[config.mk]
export PLATFORM = sky130hd
export DESIGN_NAME = ljpf_mul
export DESIGN_NICKNAME = d
export VERILOG_FILES = /design/src/design/ljpf_pkg.sv /design/src/design/ljpf_mul.sv
export SDC_FILE = /design/constraint.sdc
export NUM_CORES = 2
export LEC_CHECK = 0
export BUFFER_PORTS_ARGS = -buffer_cell sky130_fd_sc_hd__buf_2
export CAP_MARGIN = 20
export CORE_MARGIN = 2
export CORE_UTILIZATION = 65
export CTS_CLUSTER_DIAMETER = 30
export DETAILED_ROUTE_END_ITERATION = 12
export PLACE_DENSITY_LB_ADDON = 0.1
export SYNTH_ARGS = -nofsm -noshare
export SYNTH_HDL_FRONTEND = slang
export SYNTH_SLANG_ARGS = --single-unit
export TNS_END_PERCENT = 100
[constraint.sdc]
create_clock -name clk_i -period 15.9 [get_ports clk_i]
set_input_delay 2.385 -clock clk_i [delete_from_list [all_inputs] [get_ports clk_i]]
set_output_delay 2.385 -clock clk_i [all_outputs]
set_load 0.005 [all_outputs]
[src/design/ljpf_pkg.sv]
// shared types and constants of the lennard-jones pair force block
package ljpf_pkg;

  localparam int unsigned CFG_IDX_W = 2;

  localparam logic [CFG_IDX_W-1:0] CFG_SIGMA_SQ  = 2'd0;
  localparam logic [CFG_IDX_W-1:0] CFG_EPS24     = 2'd1;
  localparam logic [CFG_IDX_W-1:0] CFG_CUTOFF_SQ = 2'd2;

  localparam logic [31:0] SIGMA_SQ_RST  = 32'd65536;
  localparam logic [31:0] EPS24_RST     = 32'd1572864;
  localparam logic [31:0] CUTOFF_SQ_RST = 32'd409600;

  localparam logic [63:0] CAP63    = 64'h7FFF_FFFF_FFFF_FFFF;
  localparam logic [63:0] TERM_MAX = 64'h0000_7FFF_FFFF_FFFF;
  localparam logic [47:0] SUM_MAX  = 48'h7FFF_FFFF_FFFF;
  localparam logic [47:0] SUM_MIN  = 48'h8000_0000_0000;

  typedef struct packed {
    logic        start;
    logic [63:0] a;
    logic [63:0] b;
  } mul_req_t;

  typedef struct packed {
    logic         busy;
    logic         done;
    logic [127:0] prod;
  } mul_rsp_t;

  typedef struct packed {
    logic        start;
    logic [31:0] divisor;
  } div_req_t;

  typedef struct packed {
    logic        busy;
    logic        done;
    logic [63:0] quot;
  } div_rsp_t;

endpackage

[src/design/ljpf_mul.sv]
// 64 by 64 unsigned multiplier built from one 32 by 32 multiplier that forms the partial products one by one
module ljpf_mul import ljpf_pkg::*; (
  input  logic     clk_i,
  input  logic     rst_ni,
  input  mul_req_t req_i,
  output mul_rsp_t rsp_o
);

  logic         busy_q, busy_d;
  logic [3:0]   pend_q, pend_d;
  logic         ppvld_q, ppvld_d;
  logic [1:0]   ppidx_q, ppidx_d;
  logic [63:0]  pp_q, pp_d;
  logic [63:0]  a_q, a_d, b_q, b_d;
  logic [127:0] acc_q, acc_d;
  logic [1:0]   sel;
  logic [31:0]  a_sel, b_sel;
  logic [6:0]   sh;
  logic         done;
  logic         a_hi, b_hi;

  assign a_hi = |req_i.a[63:32];
  assign b_hi = |req_i.b[63:32];

  // lowest pending partial product goes first
  always_comb begin
    if (pend_q[0]) begin
      sel = 2'd0;
    end else if (pend_q[1]) begin
      sel = 2'd1;
    end else if (pend_q[2]) begin
      sel = 2'd2;
    end else begin
      sel = 2'd3;
    end
  end

  assign a_sel = sel[1] ? a_q[63:32] : a_q[31:0];
  assign b_sel = sel[0] ? b_q[63:32] : b_q[31:0];

  always_comb begin
    case (ppidx_q)
      2'd0:    sh = 7'd0;
      2'd3:    sh = 7'd64;
      default: sh = 7'd32;
    endcase
  end

  assign done = busy_q && (pend_q == 4'd0) && !ppvld_q;

  always_comb begin
    busy_d  = busy_q;
    pend_d  = pend_q;
    ppvld_d = 1'b0;
    ppidx_d = ppidx_q;
    pp_d    = pp_q;
    a_d     = a_q;
    b_d     = b_q;
    acc_d   = acc_q;
    if (req_i.start) begin
      busy_d = 1'b1;
      a_d    = req_i.a;
      b_d    = req_i.b;
      acc_d  = '0;
      pend_d = {a_hi && b_hi, a_hi, b_hi, 1'b1};
    end else begin
      if (busy_q && (pend_q != 4'd0)) begin
        pend_d  = pend_q & ~(4'd1 << sel);
        pp_d    = 64'(a_sel) * 64'(b_sel);
        ppidx_d = sel;
        ppvld_d = 1'b1;
      end
      if (ppvld_q) begin
        acc_d = acc_q + (128'(pp_q) << sh);
      end
      if (done) begin
        busy_d = 1'b0;
      end
    end
  end

  always_ff @(posedge clk_i or negedge rst_ni) begin
    if (!rst_ni) begin
      busy_q  <= 1'b0;
      pend_q  <= 4'd0;
      ppvld_q <= 1'b0;
    end else begin
      busy_q  <= busy_d;
      pend_q  <= pend_d;
      ppvld_q <= ppvld_d;
    end
  end

  always_ff @(posedge clk_i) begin
    ppidx_q <= ppidx_d;
    pp_q    <= pp_d;
    a_q     <= a_d;
    b_q     <= b_d;
    acc_q   <= acc_d;
  end

  assign rsp_o.busy = busy_q;
  assign rsp_o.done = done;
  assign rsp_o.prod = acc_q;

endmodule

==> out/metrics.cfg <==
[worst_setup_path]
rr_startpoint = pend_q[1]
setup.worst_path.start = pend_q[1]
path_class = register to register
worstPathMaxFanout = 62
cp.required_ns = 16.27
ff2ff_setup_slack_ns = 5.91
endpoint_kind = register
rr_worst_depth = 27
crit_path_start_kind = register
r2r-end = pp_q[60]
cp.arrival_ns = 10.37

[hold_path]
worstHoldEndpoint = acc_q[117]
hold_depth = 2
hold_class = register to register
hold_start = acc_q[117]

[die]
die_x_um = 289
die_y_um = 289
start_util_pct = 65.7
ios = 261
dieArea_sq_mm = 0.0835
core_area_sq_mm = 0.0804
num_rows = 104

[drt]
drt-wirelength-per-cell_um = 26.1
dr_total_vias = 45000
viasPerCell = 6.30
dr.first_iter.drc_count = 4392
firstDrtPassIters = 8
routed_wl_um = 187000
drcViolationCount = 0
ant_nets = 0

[placement]
gp_congestion = 1.03
dp_hpwl_um = 146000
port_buffers = 260
place_ws_ns = 6.05

[finish]
nets = 7443
syn2layout_area_growth_pct = 9.78
fill_cells = 5952
drive_above_1_share_pct = 10.3
fin_util_pct = 72.1

[sta]
setup_viol = 0
period_minus_slack_ns = 9.99
fin_ws_ns = 5.91
setup-tns-final_ns = 0
worstMarginPinSlew_ns = 1.18
hold_violations = 0
fin_hold_ws_ns = 0.464
period_share_pct = 62.9
timing.fmax_mhz = 100
slew_viol_final = 0
skew_ns = 0.0405
slew-limit-headroom_pct = 19.1
rsz0062_at_grt = false

[yosys]
syn_nets = 7319
ys_types = 81
synth_edf_count = 194
yosys-top-cells-area = fa_1, edfxtp_1, ha_1
synth_top_area_cell = fa_1
synth_seq_area_share_pct = 16.2
synthArstFlopShare_pct = 1.83
netlist_instances = 5900
ys_warn_count = 0
syn_area_sq_mm = 0.0528
synth_flop_cell = edfxtp_1
ys_ff_latch = 328
avgSynthCellArea_sq_um = 8.95
synth_top_area_share_pct = 34.0

[global_route]
grt_usage_pct = 45.4
grt_max_degree = 83
overflow = 0
antenna_found_initial = 6
grt_pass1_vias = 46700
grt_pass1_wl_um = 279000

[clocking]
cts_tree = yes
post_cts_buffers = 0
ctsResizeCount = 0
h-tree-depth = 3
clock_latency_ns = 0.67
clockRootBuffer = clkbuf_16
clockBufferDepth = 3
path_clk_slew_ns = 0.05
clock-sinks = 328
numCtsBuffers = 79
hold_buffers = 0

[status]
status = completed

[flow_run]
drv_cap = 0

synth_stat cells, types with 80 or more instances:
| cell | instances |
|---|---|
| inv_1 | 912 |
| fa_1 | 897 |
| nor2_1 | 819 |
| nand2_1 | 688 |
| ha_1 | 391 |
| a21oi_1 | 285 |
| clkbuf_1 | 260 |
| o21ai_0 | 196 |
| edfxtp_1 | 194 |
| mux2i_1 | 163 |
| dfxtp_1 | 128 |
| xnor2_1 | 117 |
| a21o_1 | 93 |
| nand4_1 | 80 |
worst max path at each step:
stage / to / slack [ns] / cells after the start
after floorplan: pp_q[53] / 6.82 / 30
after CTS: pp_q[60] / 6.01 / 30
after detailed placement: pp_q[60] / 6.05 / 27
after global placement: pp_q[57] / 5.85 / 28
after global routing: pp_q[60] / 5.42 / 30
final: pp_q[60] / 5.91 / 27
metal layers:
layer | global-route usage (%) | wire length, um | vias to the layer above
li1 | - | - | 19100
met3 | 15.7 | 23800 | 881
met5 | 0 | 81 | -
met2 | 70.0 | 82000 | 3186
met4 | 33.3 | 17100 | 8
met1 | 53.0 | 63800 | 21800
worst max-delay path: stages (launching register included):
cell and delay (ns):
dfrtp_1 0.41, inv_1 0.11, a21oi_4 0.14, buf_4 0.76, mux2i_2 0.78, buf_6 0.27
nor2_1 0.09, fa_1 0.52, fa_1 0.55, inv_1 0.06, fa_1 0.50, fa_1 0.51
inv_1 0.05, fa_1 0.56, fa_1 0.44, fa_1 0.51, fa_1 0.43, ha_1 0.47
nand3_1 0.15, nor3_1 0.17, a21boi_0 0.20, o22ai_1 0.21, o31ai_1 0.65, a21oi_1 0.22
o21ai_1 0.29, a311oi_1 0.19, o31ai_1 0.31, xor2_1 0.10
per-stage QoR:
step,cells,cell area (sq um)
after floorplan,5900,52800
after global placement,7000,55100
after detailed placement,7002,55200
after CTS,7147,57900
after global routing,7148,58000
final,7152,58000
layout by cell type (no fill, tap or decap), types with 64 or more instances in the layout:
| master | n |
|---|---|
| o21ai_0 | 196 |
| nand4_1 | 80 |
| fa_1 | 897 |
| mux2i_1 | 121 |
| buf_4 | 74 |
| clkbuf_16 | 81 |
| ha_1 | 390 |
| nor2_1 | 817 |
| xnor2_1 | 117 |
| buf_2 | 259 |
| a21oi_1 | 284 |
| edfxtp_1 | 194 |
| inv_1 | 912 |
| nand2_1 | 688 |
| a21o_1 | 93 |
| xor2_1 | 64 |
| dfxtp_1 | 128 |
final cells by class:
| cell class | instances | area, sq um | area share, % |
|---|---|---|---|
| Clock buffer | 87 | 2070 | 3.57 |
| Timing Repair Buffer | 336 | 1890 | 3.26 |
| Inverter | 912 | 3420 | 5.91 |
| Multi-Input combinational cell | 4367 | 40000 | 69.0 |
| Antenna cell | 4 | 10.0 | 0.0173 |
| Sequential cell | 328 | 8540 | 14.7 |
| Tap cell | 1060 | 1330 | 2.29 |
| Clock inverter | 58 | 722 | 1.25 |
state kept, by name (all words and copies together), names as in the netlist:
register / flops
a_q: 64
acc_q: 128
b_q: 64
busy_q: 1
pend_q: 4
pp_q: 64
ppidx_q: 2
ppvld_q: 1
kinds of logic (layout without fill, tap and decap cells):
kind of cell	Yosys count	count (layout)	synth area share [%]
fa+ha+maj	1288	1288	43.3
xor+xnor	181	181	3.00
buf+inv	1205	1393	8.62
simple gates	1849	1849	14.7
mux	226	226	4.43
other cells	0	4	0
compound gates	823	823	9.78
flops	328	328	16.2
Power is not shown: default switching activity piles up to over one toggle a cycle in this logic, so the estimate is an artifact.
