==> config.mk <==
export PLATFORM = sky130hd
export DESIGN_NAME = ljpf_div
export DESIGN_NICKNAME = d
export VERILOG_FILES = /design/src/design/ljpf_pkg.sv /design/src/design/ljpf_div.sv
export SDC_FILE = /design/constraint.sdc
export NUM_CORES = 1
export LEC_CHECK = 0
export BUFFER_PORTS_ARGS = -buffer_cell sky130_fd_sc_hd__buf_4
export CAP_MARGIN = 30
export CORE_MARGIN = 3
export CORE_UTILIZATION = 51
export CTS_CLUSTER_SIZE = 14
export DETAILED_ROUTE_END_ITERATION = 16
export HOLD_SLACK_MARGIN = 0.02
export PLACE_DENSITY = 0.85
export SYNTH_ARGS = -nofsm -noshare
export SYNTH_HDL_FRONTEND = slang
export SYNTH_SLANG_ARGS = --single-unit
export TNS_END_PERCENT = 20
==> constraint.sdc <==
create_clock -name clk_i -period 3.2 [get_ports clk_i]
set_clock_uncertainty 0.05 [all_clocks]
set_input_delay 0.16 -clock clk_i [delete_from_list [all_inputs] [get_ports clk_i]]
set_output_delay 0.16 -clock clk_i [all_outputs]
set_load 0.02 [all_outputs]
==> src/design/ljpf_pkg.sv <==
// shared types and constants of the lennard-jones pair force block
package ljpf_pkg;

  localparam int unsigned CFG_IDX_W = 2;

  localparam logic [CFG_IDX_W-1:0] CFG_SIGMA_SQ  = 2'd0;
  localparam logic [CFG_IDX_W-1:0] CFG_EPS24     = 2'd1;
  localparam logic [CFG_IDX_W-1:0] CFG_CUTOFF_SQ = 2'd2;

  localparam logic [31:0] SIGMA_SQ_RST  = 32'd65536;
  localparam logic [31:0] EPS24_RST     = 32'd1572864;
  localparam logic [31:0] CUTOFF_SQ_RST = 32'd409600;

  localparam logic [63:0] CAP63    = 64'h7FFF_FFFF_FFFF_FFFF;
  localparam logic [63:0] TERM_MAX = 64'h0000_7FFF_FFFF_FFFF;
  localparam logic [47:0] SUM_MAX  = 48'h7FFF_FFFF_FFFF;
  localparam logic [47:0] SUM_MIN  = 48'h8000_0000_0000;

  typedef struct packed {
    logic        start;
    logic [63:0] a;
    logic [63:0] b;
  } mul_req_t;

  typedef struct packed {
    logic         busy;
    logic         done;
    logic [127:0] prod;
  } mul_rsp_t;

  typedef struct packed {
    logic        start;
    logic [31:0] divisor;
  } div_req_t;

  typedef struct packed {
    logic        busy;
    logic        done;
    logic [63:0] quot;
  } div_rsp_t;

endpackage

==> src/design/ljpf_div.sv <==
// radix-2 restoring divider forming 2^(2*frac_bits) over the squared distance
module ljpf_div import ljpf_pkg::*; #(
  parameter int unsigned FRAC_BITS = 16
) (
  input  logic     clk_i,
  input  logic     rst_ni,
  input  div_req_t req_i,
  output div_rsp_t rsp_o
);

  localparam int unsigned QW = 2 * FRAC_BITS + 1;
  localparam int unsigned CW = $clog2(QW);

  logic          busy_q, busy_d;
  logic          fin_q, fin_d;
  logic [CW-1:0] cnt_q, cnt_d;
  logic [31:0]   rem_q, rem_d;
  logic [31:0]   dvs_q, dvs_d;
  logic [QW-1:0] quot_q, quot_d;
  logic [32:0]   rem_sh, rem_sub;
  logic          ge;

  // the dividend is a single one at its top bit
  assign rem_sh  = {rem_q, cnt_q == CW'(QW - 1)};
  assign ge      = rem_sh >= {1'b0, dvs_q};
  assign rem_sub = rem_sh - {1'b0, dvs_q};

  always_comb begin
    busy_d = busy_q;
    fin_d  = 1'b0;
    cnt_d  = cnt_q;
    rem_d  = rem_q;
    dvs_d  = dvs_q;
    quot_d = quot_q;
    if (req_i.start) begin
      busy_d = 1'b1;
      cnt_d  = CW'(QW - 1);
      rem_d  = '0;
      dvs_d  = req_i.divisor;
      quot_d = '0;
    end else if (busy_q) begin
      rem_d  = ge ? rem_sub[31:0] : rem_sh[31:0];
      quot_d = {quot_q[QW-2:0], ge};
      cnt_d  = cnt_q - CW'(1);
      if (cnt_q == '0) begin
        busy_d = 1'b0;
        fin_d  = 1'b1;
      end
    end
  end

  always_ff @(posedge clk_i or negedge rst_ni) begin
    if (!rst_ni) begin
      busy_q <= 1'b0;
      fin_q  <= 1'b0;
      cnt_q  <= '0;
    end else begin
      busy_q <= busy_d;
      fin_q  <= fin_d;
      cnt_q  <= cnt_d;
    end
  end

  always_ff @(posedge clk_i) begin
    rem_q  <= rem_d;
    dvs_q  <= dvs_d;
    quot_q <= quot_d;
  end

  assign rsp_o.busy = busy_q || fin_q;
  assign rsp_o.done = fin_q;
  assign rsp_o.quot = 64'(quot_q);

endmodule

==> results.sh <==
export IMPL_crit_required_ns=3.42
export IMPL_crit_top_cell="inv_2"
export IMPL_max_cap_violations=0
export IMPL_die_y_um=114.5
export IMPL_fin_hold_ws_ns=0.1090
export IMPL_r2r_slack_ns=0.06
export IMPL_rr_startpoint="cnt_q[0]$_DFFE_PN0P_"
export IMPL_intPower_mw=2.896
export IMPL_p_leak_nw=3.479
export IMPL_dp_hpwl_um=9337
export IMPL_crit_type="reg2reg"
export IMPL_core_region_area_mm2=0.01117
export IMPL_worstHoldPathType="in2async"
export IMPL_synth_warnings=0
export IMPL_p_sw_share_pct=36.28
export IMPL_yosys_area_top_type="dfxtp_1"
export IMPL_synthSimpleGateAreaFrac_pct=12.61
export IMPL_drive_gt1_share_pct=19.79
export IMPL_post_drt_via_cell_ratio=5.578
export IMPL_post_route_period_util_pct=97.97
export IMPL_synthMuxAreaShare_pct=8.983
export IMPL_grtUsageTotal_pct=21.34
export IMPL_antenna_found_initial=0
export IMPL_yosys_area_top_type_share_pct=21.68
export IMPL_setup_viol=0
export IMPL_grt_max_degree=86
export IMPL_cts_root_buf="clkbuf_16"
export IMPL_cts_tree="built"
export IMPL_cp_max_fo=3
export IMPL_final_util_pct=66.17
export IMPL_hold_viol=0
export IMPL_avgSynthCellArea_um2=9.236
export IMPL_place_area_mm2=0.006623
export IMPL_ff2ff_path_depth=15
export IMPL_worst_slew_pin_transition_ns=0.9664
export IMPL_crit_chain="inv_2 -> ha_4 -> nand4b_1 -> ha_2 -> inv_2 -> fa_2 -> a21oi_2 -> o22ai_2 -> a31oi_4 -> o21a_1 -> nor3_2 -> or2_1 -> o211ai_1 -> mux2_2 -> a211oi_2"
export IMPL_finalNetCount=828
export IMPL_power_frac_comb_pct=40.5
export IMPL_ys_top_cells_by_count="nor2_1, dfxtp_1, inv_1, mux2i_1, nand2_1"
export IMPL_synth_cells=650
export IMPL_syn_area_mm2=0.006003
export IMPL_std_cell_rows=38
export IMPL_synth_compound_area_share_pct=16.69
export IMPL_drt_total_wl_um=13890
export IMPL_setup_worst_path_start="cnt_q[0]$_DFFE_PN0P_"
export IMPL_fmax_mhz=319.0
export IMPL_portBuffers=69
export IMPL_grt_pass1_wl_um=22970
export IMPL_clk_pin_slew_worst_paths_ns=0.07
export IMPL_rsz0062_at_grt="yes"
export IMPL_grt_ovfl_total=0
export IMPL_fp_dieW_um=114.5
export IMPL_p_per_area_mw_per_mm2=614.6
export IMPL_slew_limit_headroom_pct=35.58
export IMPL_yosysSeqAreaShare_pct=41.02
export IMPL_ir_worst_vdd_mv=0.4973
export IMPL_p_sw_mw=1.648
export IMPL_drt_antenna_violating_nets=0
export IMPL_instances_no_fill=903
export IMPL_drtPass1Iterations=5
export IMPL_crit_arrival_ns=3.36
export IMPL_die_area_mm2=0.01311
export IMPL_ys_ff_latch=105
export IMPL_grt_pass1_vias=4984
export IMPL_start_util_pct=53.73
export IMPL_vias=5037
export IMPL_max_stage_delay_ns=0.37
export IMPL_cp_slowest_cell="mux2_2"
export IMPL_ios=101
export IMPL_diodes=0
export IMPL_period_needed_ns=3.135
export IMPL_yosysMostFrequentCell="nor2_1"
export IMPL_power_frac_seq_pct=36.3
export IMPL_drtIter0Drc=272
export IMPL_synth_edff_count=32
export IMPL_p_total_mw=4.544
export IMPL_syn2layout_area_growth_pct=23.16
export IMPL_cts_buffer_depth=2
export IMPL_synth_top_family_by_area="compound AO/OA/AOI/OAI gates"
export IMPL_endpoint_kind="register"
export IMPL_final_area_mm2=0.007393
export IMPL_synth_fa_ha_area_share_pct=7.420
export IMPL_async_reset_ff_share_pct=7.619
export IMPL_placedCellCount=843
export IMPL_cp_start_kind="register"
export IMPL_numCtsBuffers=9
export IMPL_cts_htree_levels=3
export IMPL_maxSlewViolCount=0
export IMPL_clk_latency_ns=0.35
export IMPL_synth_xor_area_share_pct=4.085
export IMPL_yosysUniqueCellTypes=58
export IMPL_synth_ff_type="dfxtp_1"
export IMPL_drc=0
export IMPL_place_gp_congestion=0.9279
export IMPL_clock_sinks=105
export IMPL_post_drt_wl_per_cell_um=15.38
export IMPL_run_status="complete, no violations"
export IMPL_netlist_top_cells_area="dfxtp_1, edfxtp_1, mux2i_1"
export IMPL_clockPowerShare_pct=23.2
layout by cell type, fill, tap and decap left out, types with 2 or more instances in the layout:
cell / Yosys / routed
buf_4: 33 / 99
nor2_1: 89 / 88
dfxtp_1: 65 / 65
mux2i_1: 46 / 46
inv_1: 46 / 42
nand2_1: 40 / 40
dlygate4sd3_1: 0 / 33
a21oi_1: 35 / 32
ha_1: 34 / 32
edfxtp_1: 32 / 32
conb_1: 1 / 31
o21ai_0: 25 / 25
xnor2_1: 18 / 18
a211oi_1: 19 / 16
a21o_1: 14 / 14
xor2_1: 10 / 10
a311oi_1: 11 / 10
nand4_1: 9 / 9
nand3_1: 9 / 9
clkbuf_16: 0 / 9
o21bai_1: 7 / 7
dfrtp_1: 8 / 7
mux2_2: 6 / 6
a211oi_2: 2 / 5
o211ai_1: 5 / 5
nand4b_1: 4 / 4
inv_2: 0 / 4
nor3_1: 5 / 4
a221oi_2: 2 / 3
o31ai_1: 3 / 3
a21oi_2: 0 / 3
or3_1: 3 / 3
nor2b_1: 3 / 3
a31oi_1: 4 / 3
o21a_1: 2 / 2
o21ai_1: 2 / 2
and3_1: 2 / 2
nor4_1: 2 / 2
clkinv_4: 0 / 2
inv_6: 0 / 2
cell type report:
type,count,area [µm²]
multi-input combinational,463,3199
fill,845,3780
clock inverter,6,50.05
inverter,46,172.7
sequential,105,2466
timing repair buffer,133,1101
tap,140,175.2
clock buffer,10,229.0
power by group through the flow:
stage	Sequential, mW	Combinational [mW]	Clock (mW)
4_1_cts	1.64	1.75	1.08
6_report	1.65	1.84	1.06
5_1_grt	1.67	2.00	1.12
2_1_floorplan	1.64	1.25	0
3_5_place_dp	1.67	1.61	0
3_3_place_gp	1.66	1.55	0
state kept, by name (all words and copies together), names as in the netlist:
register  count
quot_q       33
fin_q         1
dvs_q        32
rem_q        32
busy_q        1
cnt_q         6
per-stage QoR:
stage / setup TNS (ns) / setup slack (ns)
after global placement: -0.1093 / -0.05338
after detailed placement: -0.4807 / -0.1705
final: 0 / 0.06481
after global routing: -0.2912 / -0.08888
after floorplan: 0 / 0.01012
after CTS: 0 / 0.02574
worst max-delay path, delay by kind of cell, from the launching register on:
family	cells	cell delay, ns
mux	1	0.37
buf+inv	2	0.10
simple gates	3	0.43
flops	1	0.36
compound gates	6	1.03
fa+ha+maj	3	0.71
per-layer routing:
metal | track usage, % | share of wire (%) | wire (µm) | up-vias
li1 | - | - | - | 2445
met1 | 26.00 | 42 | 5895 | 2335
met2 | 35.82 | 48 | 6607 | 215
met3 | 5.180 | 7.3 | 1011 | 42
met4 | 9.264 | 2.7 | 371 | 0
met5 | 0 | 0 | 0 | -
repair_timing:
action                                  CTS  global route
resized for setup                         6            14
endpoints found under the setup margin    5             9
pin swaps                                 5             5
buffers inserted                         10             1
hold buffers                             33             0
hold endpoints to repair                 40             0
path summary, 6_finish.rpt:
check                                         end
setup / recovery           rem_q[30]$_SDFFE_PP0P_
hold / removal               cnt_q[4]$_DFFE_PN0P_
setup reg to reg           rem_q[30]$_SDFFE_PP0P_
hold reg to reg            rem_q[22]$_SDFFE_PP0P_
max in group asynchronous        busy_q$_DFF_PN0_
min in group clk_i         quot_q[2]$_SDFFE_PP0P_
logic make-up after synthesis:
family	count (synthesis)
flops	105
simple gates	172
xor+xnor	28
mux	53
fa+ha+maj	35
buf+inv	112
other cells	1
compound gates	144
Note: power is estimated with default switching activity, not from simulation.
